### config.mk
export PLATFORM = sky130hd
export DESIGN_NAME = radial_cone_height_top
export DESIGN_NICKNAME = d
export VERILOG_FILES = /design/src/rch_pkg.sv /design/src/rch_front.sv /design/src/rch_queue.sv /design/src/rch_back.sv /design/src/radial_cone_height_top.sv
export SDC_FILE = /design/constraint.sdc
export NUM_CORES = 2
export LEC_CHECK = 0
export CAP_MARGIN = 10
export CELL_PAD_IN_SITES_DETAIL_PLACEMENT = 1
export CELL_PAD_IN_SITES_GLOBAL_PLACEMENT = 1
export CORE_MARGIN = 3
export CORE_UTILIZATION = 31
export DETAILED_ROUTE_END_ITERATION = 7
export DONT_BUFFER_PORTS = 1
export PLACE_DENSITY = 0.49
export SYNTH_ARGS = -nofsm -noshare
export SYNTH_HDL_FRONTEND = slang
export SYNTH_SLANG_ARGS = --single-unit
### constraint.sdc
create_clock -name clock -period 100 [get_ports clock]
set_input_delay 0 -clock clock [delete_from_list [all_inputs] [get_ports clock]]
set_output_delay 0 -clock clock [all_outputs]
set_load 0.05 [all_outputs]
### src/rch_pkg.sv
// shared types, widths and constants for the radial cone height block
// no dependencies; imported by every module of the block
package rch_pkg;

   localparam int LOD_W     = 4;
   localparam int MAX_LOD   = 9;
   localparam int LOD_RESET = 9;
   localparam int COORD_W   = 10;
   localparam int SIDE_W    = COORD_W + 1;
   localparam int DIFF_W    = 10;
   localparam int D2_W      = 20;
   localparam int FRAC_BITS = 16;
   localparam int ROOT_W    = (D2_W + 2 * FRAC_BITS + 1) / 2;
   localparam int REM_W     = ROOT_W + 3;
   localparam int HEIGHT_W  = 17;
   localparam int REQ_DATA_W = 24;
   localparam int RSP_DATA_W = 24;
   localparam int Q_DEPTH   = 4;
   localparam int Q_PTR_W   = 2;
   localparam int Q_CNT_W   = Q_PTR_W + 1;

   typedef struct packed {
      logic [LOD_W-1:0] lod;
      logic             oor;
      logic [D2_W-1:0]  d2;
   } item_type;

   typedef struct packed {
      logic full;
      logic avail;
   } q_stat_type;

   typedef struct packed {
      logic [LOD_W-1:0]  lod;
      logic              oor;
      logic [D2_W-1:0]   d2;
      logic [ROOT_W-1:0] root;
      logic [REM_W-1:0]  rem;
   } sq_stage_type;

endpackage

### src/rch_front.sv
// front end: takes pixel beats, checks the grid bounds and forms the squared distance
// depends on rch_pkg
module rch_front
   import rch_pkg::*;
(
   input  logic                  clock,
   input  logic                  reset,
   input  logic [LOD_W-1:0]      lod,
   input  logic                  in_valid,
   output logic                  in_ready,
   input  logic [COORD_W-1:0]    column,
   input  logic [COORD_W-1:0]    row,
   input  q_stat_type            q_stat,
   output logic                  push,
   output item_type              push_item
);

   logic              valid_ff, valid_in;
   logic [LOD_W-1:0]  lod_ff;
   logic              oor_ff, oor_in;
   logic [DIFF_W-1:0] dx_ff, dx_in, dy_ff, dy_in;
   logic [SIDE_W-1:0] side;
   logic [COORD_W-1:0] half;
   logic              take;
   logic [D2_W-1:0]   dx_sq, dy_sq;

   assign push     = valid_ff && !q_stat.full;
   assign in_ready = !valid_ff || push;
   assign take     = in_valid && in_ready;

   always_comb begin
      side   = SIDE_W'(2) << lod;
      half   = COORD_W'(1) << lod;
      oor_in = ({1'b0, column} >= side) || ({1'b0, row} >= side);
      dx_in  = (column >= half) ? DIFF_W'(column - half) : DIFF_W'(half - column);
      dy_in  = (row >= half) ? DIFF_W'(row - half) : DIFF_W'(half - row);
      valid_in = take ? 1'b1 : (push ? 1'b0 : valid_ff);
   end

   always_ff @(posedge clock) begin
      if (reset) begin
         valid_ff <= 1'b0;
      end else begin
         valid_ff <= valid_in;
      end
      if (take) begin
         lod_ff <= lod;
         oor_ff <= oor_in;
         dx_ff  <= dx_in;
         dy_ff  <= dy_in;
      end
   end

   always_comb begin
      dx_sq = D2_W'(dx_ff) * D2_W'(dx_ff);
      dy_sq = D2_W'(dy_ff) * D2_W'(dy_ff);
      push_item.lod = lod_ff;
      push_item.oor = oor_ff;
      // distance is unused when outside the grid
      push_item.d2  = oor_ff ? '0 : D2_W'(dx_sq + dy_sq);
   end

endmodule

### src/rch_queue.sv
// short queue between the front end and the square root back end
// depends on rch_pkg
module rch_queue
   import rch_pkg::*;
(
   input  logic       clock,
   input  logic       reset,
   input  logic       push,
   input  item_type   push_item,
   input  logic       pop,
   output item_type   pop_item,
   output q_stat_type q_stat
);

   item_type            mem_ff [Q_DEPTH];
   logic [Q_PTR_W-1:0]  wr_ptr_ff, wr_ptr_in, rd_ptr_ff, rd_ptr_in;
   logic [Q_CNT_W-1:0]  count_ff, count_in;
   logic                do_push, do_pop;

   always_comb begin
      q_stat.full  = (count_ff == Q_CNT_W'(Q_DEPTH));
      q_stat.avail = (count_ff != '0);
      do_push   = push && !q_stat.full;
      do_pop    = pop && q_stat.avail;
      wr_ptr_in = do_push ? wr_ptr_ff + 1'b1 : wr_ptr_ff;
      rd_ptr_in = do_pop ? rd_ptr_ff + 1'b1 : rd_ptr_ff;
      count_in  = count_ff + Q_CNT_W'(do_push) - Q_CNT_W'(do_pop);
      pop_item  = mem_ff[rd_ptr_ff];
   end

   always_ff @(posedge clock) begin
      if (reset) begin
         wr_ptr_ff <= '0;
         rd_ptr_ff <= '0;
         count_ff  <= '0;
      end else begin
         wr_ptr_ff <= wr_ptr_in;
         rd_ptr_ff <= rd_ptr_in;
         count_ff  <= count_in;
      end
      if (do_push) begin
         mem_ff[wr_ptr_ff] <= push_item;
      end
   end

endmodule

### src/rch_back.sv
// back end: pipelined square root, one root bit per stage, then the height scaling
// depends on rch_pkg
module rch_back
   import rch_pkg::*;
(
   input  logic                clock,
   input  logic                reset,
   input  q_stat_type          q_stat,
   input  item_type            pop_item,
   output logic                pop,
   output logic                out_valid,
   input  logic                out_ready,
   output logic [HEIGHT_W-1:0] height,
   output logic                out_of_range
);

   sq_stage_type        st_ff [ROOT_W+1];
   sq_stage_type        st_in [ROOT_W+1];
   logic [ROOT_W:0]     vld_ff;
   logic                adv;
   logic                out_valid_ff;
   logic [HEIGHT_W-1:0] height_ff, height_in;
   logic                oor_ff;
   logic [ROOT_W-1:0]   half_fx, diff;

   // whole pipeline moves together; the output register is its last stage
   assign adv = !out_valid_ff || out_ready;
   assign pop = adv && q_stat.avail;

   always_comb begin
      st_in[0].lod  = pop_item.lod;
      st_in[0].oor  = pop_item.oor;
      st_in[0].d2   = pop_item.d2;
      st_in[0].root = '0;
      st_in[0].rem  = '0;
   end

   for (genvar i = 1; i <= ROOT_W; i++) begin : g_step
      localparam int K = ROOT_W - i;
      logic [1:0]       pair;
      logic [REM_W-1:0] acc, trial;

      if (K >= FRAC_BITS) begin : g_data
         assign pair = st_ff[i-1].d2[2*(K-FRAC_BITS) +: 2];
      end else begin : g_zero
         assign pair = 2'b00;
      end

      always_comb begin
         acc   = {st_ff[i-1].rem[REM_W-3:0], pair};
         trial = REM_W'({st_ff[i-1].root, 2'b01});
         st_in[i].lod = st_ff[i-1].lod;
         st_in[i].oor = st_ff[i-1].oor;
         st_in[i].d2  = st_ff[i-1].d2;
         if (acc >= trial) begin
            st_in[i].rem  = acc - trial;
            st_in[i].root = {st_ff[i-1].root[ROOT_W-2:0], 1'b1};
         end else begin
            st_in[i].rem  = acc;
            st_in[i].root = {st_ff[i-1].root[ROOT_W-2:0], 1'b0};
         end
      end
   end

   always_comb begin
      half_fx = ROOT_W'(1 << FRAC_BITS) << st_ff[ROOT_W].lod;
      diff    = half_fx - st_ff[ROOT_W].root;
      if (st_ff[ROOT_W].oor || (st_ff[ROOT_W].root >= half_fx)) begin
         height_in = '0;
      end else begin
         height_in = HEIGHT_W'(diff >> st_ff[ROOT_W].lod);
      end
   end

   always_ff @(posedge clock) begin
      if (reset) begin
         vld_ff       <= '0;
         out_valid_ff <= 1'b0;
      end else if (adv) begin
         vld_ff       <= {vld_ff[ROOT_W-1:0], pop};
         out_valid_ff <= vld_ff[ROOT_W];
      end
      if (adv) begin
         for (int j = 0; j <= ROOT_W; j++) begin
            st_ff[j] <= st_in[j];
         end
         height_ff <= height_in;
         oor_ff    <= st_ff[ROOT_W].oor;
      end
   end

   assign out_valid    = out_valid_ff;
   assign height       = height_ff;
   assign out_of_range = oor_ff;

endmodule

### src/radial_cone_height_top.sv
// Radial cone height block.
// Each beat on req carries a pixel (column, row) of a square stamp grid whose
// side is 2 << level_of_detail; the matching rsp beat carries the cone height
// at that pixel in unsigned Q1.16 (65536 is 1.0) and an out-of-range flag for
// pixels at or beyond the grid side, which read height 0.
// level_of_detail is written through csr_wr_en / csr_wr_data while no beats
// are in flight; values above 9 act as 9. Reset sets it to 9.
// Throughput is one beat per cycle while rsp_tready stays high. After the
// front stage takes a beat, it passes through the queue write, one load
// stage, 26 square root stages (one root bit each) and the output register
// to rsp_tvalid. The square root pipeline sets that depth.
// Reset empties the front stage, the queue and the pipeline. When the receiver
// holds rsp_tready low the pipeline freezes, the four-entry queue fills and
// then req_tready drops; no beat is lost or repeated.
// depends on rch_pkg, rch_front, rch_queue, rch_back
module radial_cone_height_top
   import rch_pkg::*;
(
   input  logic                  clock,
   input  logic                  reset,
   input  logic                  req_tvalid,
   output logic                  req_tready,
   input  logic [REQ_DATA_W-1:0] req_tdata,  // column [9:0], row [19:10], zeros above
   output logic                  rsp_tvalid,
   input  logic                  rsp_tready,
   output logic [RSP_DATA_W-1:0] rsp_tdata,  // height [16:0], zeros above
   output logic                  rsp_tuser,  // out_of_range [0]
   input  logic                  csr_wr_en,
   input  logic [LOD_W-1:0]      csr_wr_data
);

   logic [LOD_W-1:0]    lod_ff, lod_eff;
   q_stat_type          q_stat;
   logic                push, pop;
   item_type            push_item, pop_item;
   logic [HEIGHT_W-1:0] height;

   always_ff @(posedge clock) begin
      if (reset) begin
         lod_ff <= LOD_W'(LOD_RESET);
      end else if (csr_wr_en) begin
         lod_ff <= csr_wr_data;
      end
   end

   assign lod_eff = (lod_ff > LOD_W'(MAX_LOD)) ? LOD_W'(MAX_LOD) : lod_ff;

   rch_front u_front (
      .clock     (clock),
      .reset     (reset),
      .lod       (lod_eff),
      .in_valid  (req_tvalid),
      .in_ready  (req_tready),
      .column    (req_tdata[COORD_W-1:0]),
      .row       (req_tdata[2*COORD_W-1:COORD_W]),
      .q_stat    (q_stat),
      .push      (push),
      .push_item (push_item)
   );

   rch_queue u_queue (
      .clock     (clock),
      .reset     (reset),
      .push      (push),
      .push_item (push_item),
      .pop       (pop),
      .pop_item  (pop_item),
      .q_stat    (q_stat)
   );

   rch_back u_back (
      .clock        (clock),
      .reset        (reset),
      .q_stat       (q_stat),
      .pop_item     (pop_item),
      .pop          (pop),
      .out_valid    (rsp_tvalid),
      .out_ready    (rsp_tready),
      .height       (height),
      .out_of_range (rsp_tuser)
   );

   assign rsp_tdata = RSP_DATA_W'(height);

endmodule

==> key figures <==
Outcome
  – Status: complete, no violations

Placement
  – Number of port buffers: 0
  – Final GP Congestion: 0.7834
  – Dpl hpwl: 127500 um
  – Post-DP Area: 80770 um2
  – Post-placement worst setup slack: 93.03 ns

Critical path
  – Worst setup startpoint: u_front.dx_ff[9]
  – Crit end category: flip-flop
  – FF-to-FF Start: u_front.dx_ff[9]
  – CP startpoint kind: flip-flop
  – Setup CP Type: flip-flop to flip-flop
  – Req. time, crit path: 100.53 ns
  – Worst-path maximum fanout: 10
  – Worst Path Arrival: 7.40 ns

Detailed routing
  – First-iteration detailed-routing DRC count: 2225
  – Via/cell ratio: 4.771
  – WL/cell: 17.28 um
  – DRT antenna net count: 0
  – Post-route DRC violation count: 0
  – Iteration count of the initial detailed-routing pass: 7
  – Total routed wirelength: 173900 um
  – Via count: 48010

STA
  – Tcrit/Tclk final: 6.878%
  – Final Hold Viols: 0
  – Final worst slack: 93.12 ns
  – Pins Over Slew Limit: 0
  – Final setup violation count: 0
  – Fmax: 145.4 MHz
  – Setup TNS: 0 ns
  – RSZ-0062 raised after global routing: no
  – Fin crit period: 6.878 ns
  – Relative max-transition margin: 13.54%
  – Clk_skew: 0.03668 ns
  – Worst slew pin tran: 1.283 ns

Yosys
  – Post-synth EDFFs: 1363
  – Post-synthesis sequential area ratio: 54.42%
  – Ys async rst share: 0%
  – Post-Synthesis Cells: 6481
  – Share of synthesized cell area in full adder, half adder and majority cells: 12.08%
  – Synth Warn #: 0
  – Synthesis-stage register bit count: 1405
  – Synth Area in Compound Gates: 9.640%
  – Post-synthesis cell area: 76760 um2
  – Mux cell area share after synthesis: 2.753%
  – Most used DFF post-synth: edfxtp_1
  – Netlist cell types: 98
  – Largest family of logic cells by synthesized area: adder cells
  – Simple-Gate Fraction of Synth Area: 11.00%
  – Avg Cell Area, Syn: 11.84 um2
  – Xor/xnor cell area share of the yosys netlist: 5.967%

Clocking
  – H-tree depth: 4
  – CTS Buffer Depth: 3
  – Worst skew pair latency: 0.83 ns
  – Post-CTS setup buffers: 0
  – Reg clk slew, reported paths: 0.06 ns
  – Post-CTS Hold Buffers: 57
  – Total CTS buffers: 168
  – PostCTS Resize Cnt: 0
  – CTS tree: yes
  – Clock root buffer: clkbuf_16
  – Clk sinks: 1405

Floorplan
  – Die Y-Extent: 503.6 um
  – Initial Util: 31.18%
  – Chip Width: 503.6 um
  – Die area: 253600 um2
  – # rows: 182
  – Core area: 246200 um2
  – Ports: 60

Global route
  – Vias in the first global route: 50880
  – Largest net degree at the start of global routing: 171
  – GRT Util Overall: 13.74%
  – First-pass GRT wire length: 281400 um
  – Number of antenna violations at the first check in global routing: 4
  – Total gr overflow: 0

Final layout
  – Layout cell share with drive strength beyond 1: 7.216%
  – Nets: 7295
  – Fin area: 86870 um2
  – Fill cells: 26430
  – Layout Area Growth over Synthesis: 13.18%

Power
  – Total power draw: 3.257 mW
  – P_leak: 35.12 nW
  – Max IR drop VDD: 0.00008695 V
  – Pwr Density: 37.49 nW/um2

Min path
  – Worst hold start: req_tdata[8]
  – Hold Crit Class: input pin to flip-flop

Job
  – Max-cap violations: 0
## routing by layer
layer / GRT usage (%) / vias up / routed length, um
met2: 23.25 / 430 / 83800
li1: - / 23600 / -
met1: 18.25 / 23760 / 81370
met4: 3.481 / 0 / 3512
met5: 0 / - / 0
met3: 2.279 / 225 / 5175
## cells in the mapped netlist (all sizes together), types with 36 or more instances
cell type	count	area share, %
nor3	183	1.2
nand2	486	2.4
nor2b	64	0.52
mux2	89	1.3
nor4	71	0.61
xor2	260	3.0
edfxtp	1363	53
and2	64	0.52
a21oi	351	2.3
fa	148	3.9
ha	504	8.2
or4	46	0.45
a21o	120	1.2
o31ai	37	0.37
a211oi	41	0.40
xnor2	263	3.0
clkbuf	122	0.60
dfxtp	42	1.1
nand3	85	0.57
o21a	71	0.69
and3	36	0.29
o21ai	302	2.0
or3	61	0.50
mux2i	48	0.63
nor2	413	2.0
nand2b	77	0.63
inv	681	3.3
o21bai	39	0.38
## cell usage in the layout (no fill, tap or decap), types with 148 or more instances in the layout
master     count
xor2_1       260
ha_1         504
edfxtp_1    1363
inv_1        680
o21ai_0      299
nor3_1       177
nand2_1      486
fa_1         148
xnor2_1      263
nor2_1       411
clkbuf_16    169
a21oi_1      350
## flip-flops by register name, summed over array words and instances, names as in the netlist, 2 cells and up, named ones only
register	cells
u_queue.mem_ff	100
u_front.lod_ff	4
lod_ff	4
u_front.dy_ff	10
u_queue.rd_ptr_ff	2
u_front.dx_ff	10
u_queue.wr_ptr_ff	2
u_queue.count_ff	3
u_back.st_ff	1220
u_back.vld_ff	27
u_back.height	17
## per-stage QoR
step | utilization (%) | hold slack (ns) | instances
after floorplan | - | 0.07161 | 6488
after global placement | 32.81 | 0.07610 | 9695
after detailed placement | 32.81 | 0.07754 | 9695
after CTS | 35.29 | 0.05227 | 10060
after global routing | 35.29 | 0.1707 | 10060
final | 35.29 | 0.1489 | 10060
## worst paths after layout
path,slack [ns],cells after the start,to
max,93.12,18,u_queue.mem_ff[1][13]
min,0.15,6,u_front.dx_ff[2]
max reg2reg,93.12,18,u_queue.mem_ff[1][13]
min reg2reg,0.41,0,u_back.st_ff[26][75]
## worst max-delay path, cell delays in order, from the launching register on
cell,delay [ns]
edfxtp_1,0.70
nand2_1,0.29
fa_1,0.55
fa_1,0.54
inv_1,0.05
fa_1,0.51
fa_1,0.46
fa_1,0.53
fa_1,0.55
inv_1,0.05
fa_1,0.49
inv_1,0.04
ha_1,0.34
a21o_1,0.20
a41oi_1,0.51
nor2b_1,0.14
o41ai_1,0.34
xor2_1,0.19
nor2_1,0.09
## layout make-up
cell class	instances	area [um2]	area share, %
inverters	688	2590	2.981
well taps	3312	4144	4.770
repair buffers	100	915.9	1.054
flip-flops and latches	1405	41770	48.08
clock inverters	115	1195	1.375
clock buffers	194	4323	4.976
multi-input cells	4247	31930	36.75
diodes	2	5.005	0.005761
## power breakdown
group / total, mW / leakage, nW / internal [mW] / switching [mW]
registers: 1.14 / 13.2 / 1.01 / 0.126
clock network: 0.608 / 2.66 / 0.352 / 0.256
logic: 1.51 / 19.2 / 0.630 / 0.879
total: 3.26 / 35.1 / 2.00 / 1.26
## cells by family after synthesis
kind of cell               after synthesis
adders and majority gates              652
buffers and inverters                  836
muxes                                  165
DFF                                   1405
and+or+nand+nor                       1718
other                                    1
xor gates and xnor gates               523
AOI/OAI and AO/OA                     1181
(Power assumes the default switching activity.)
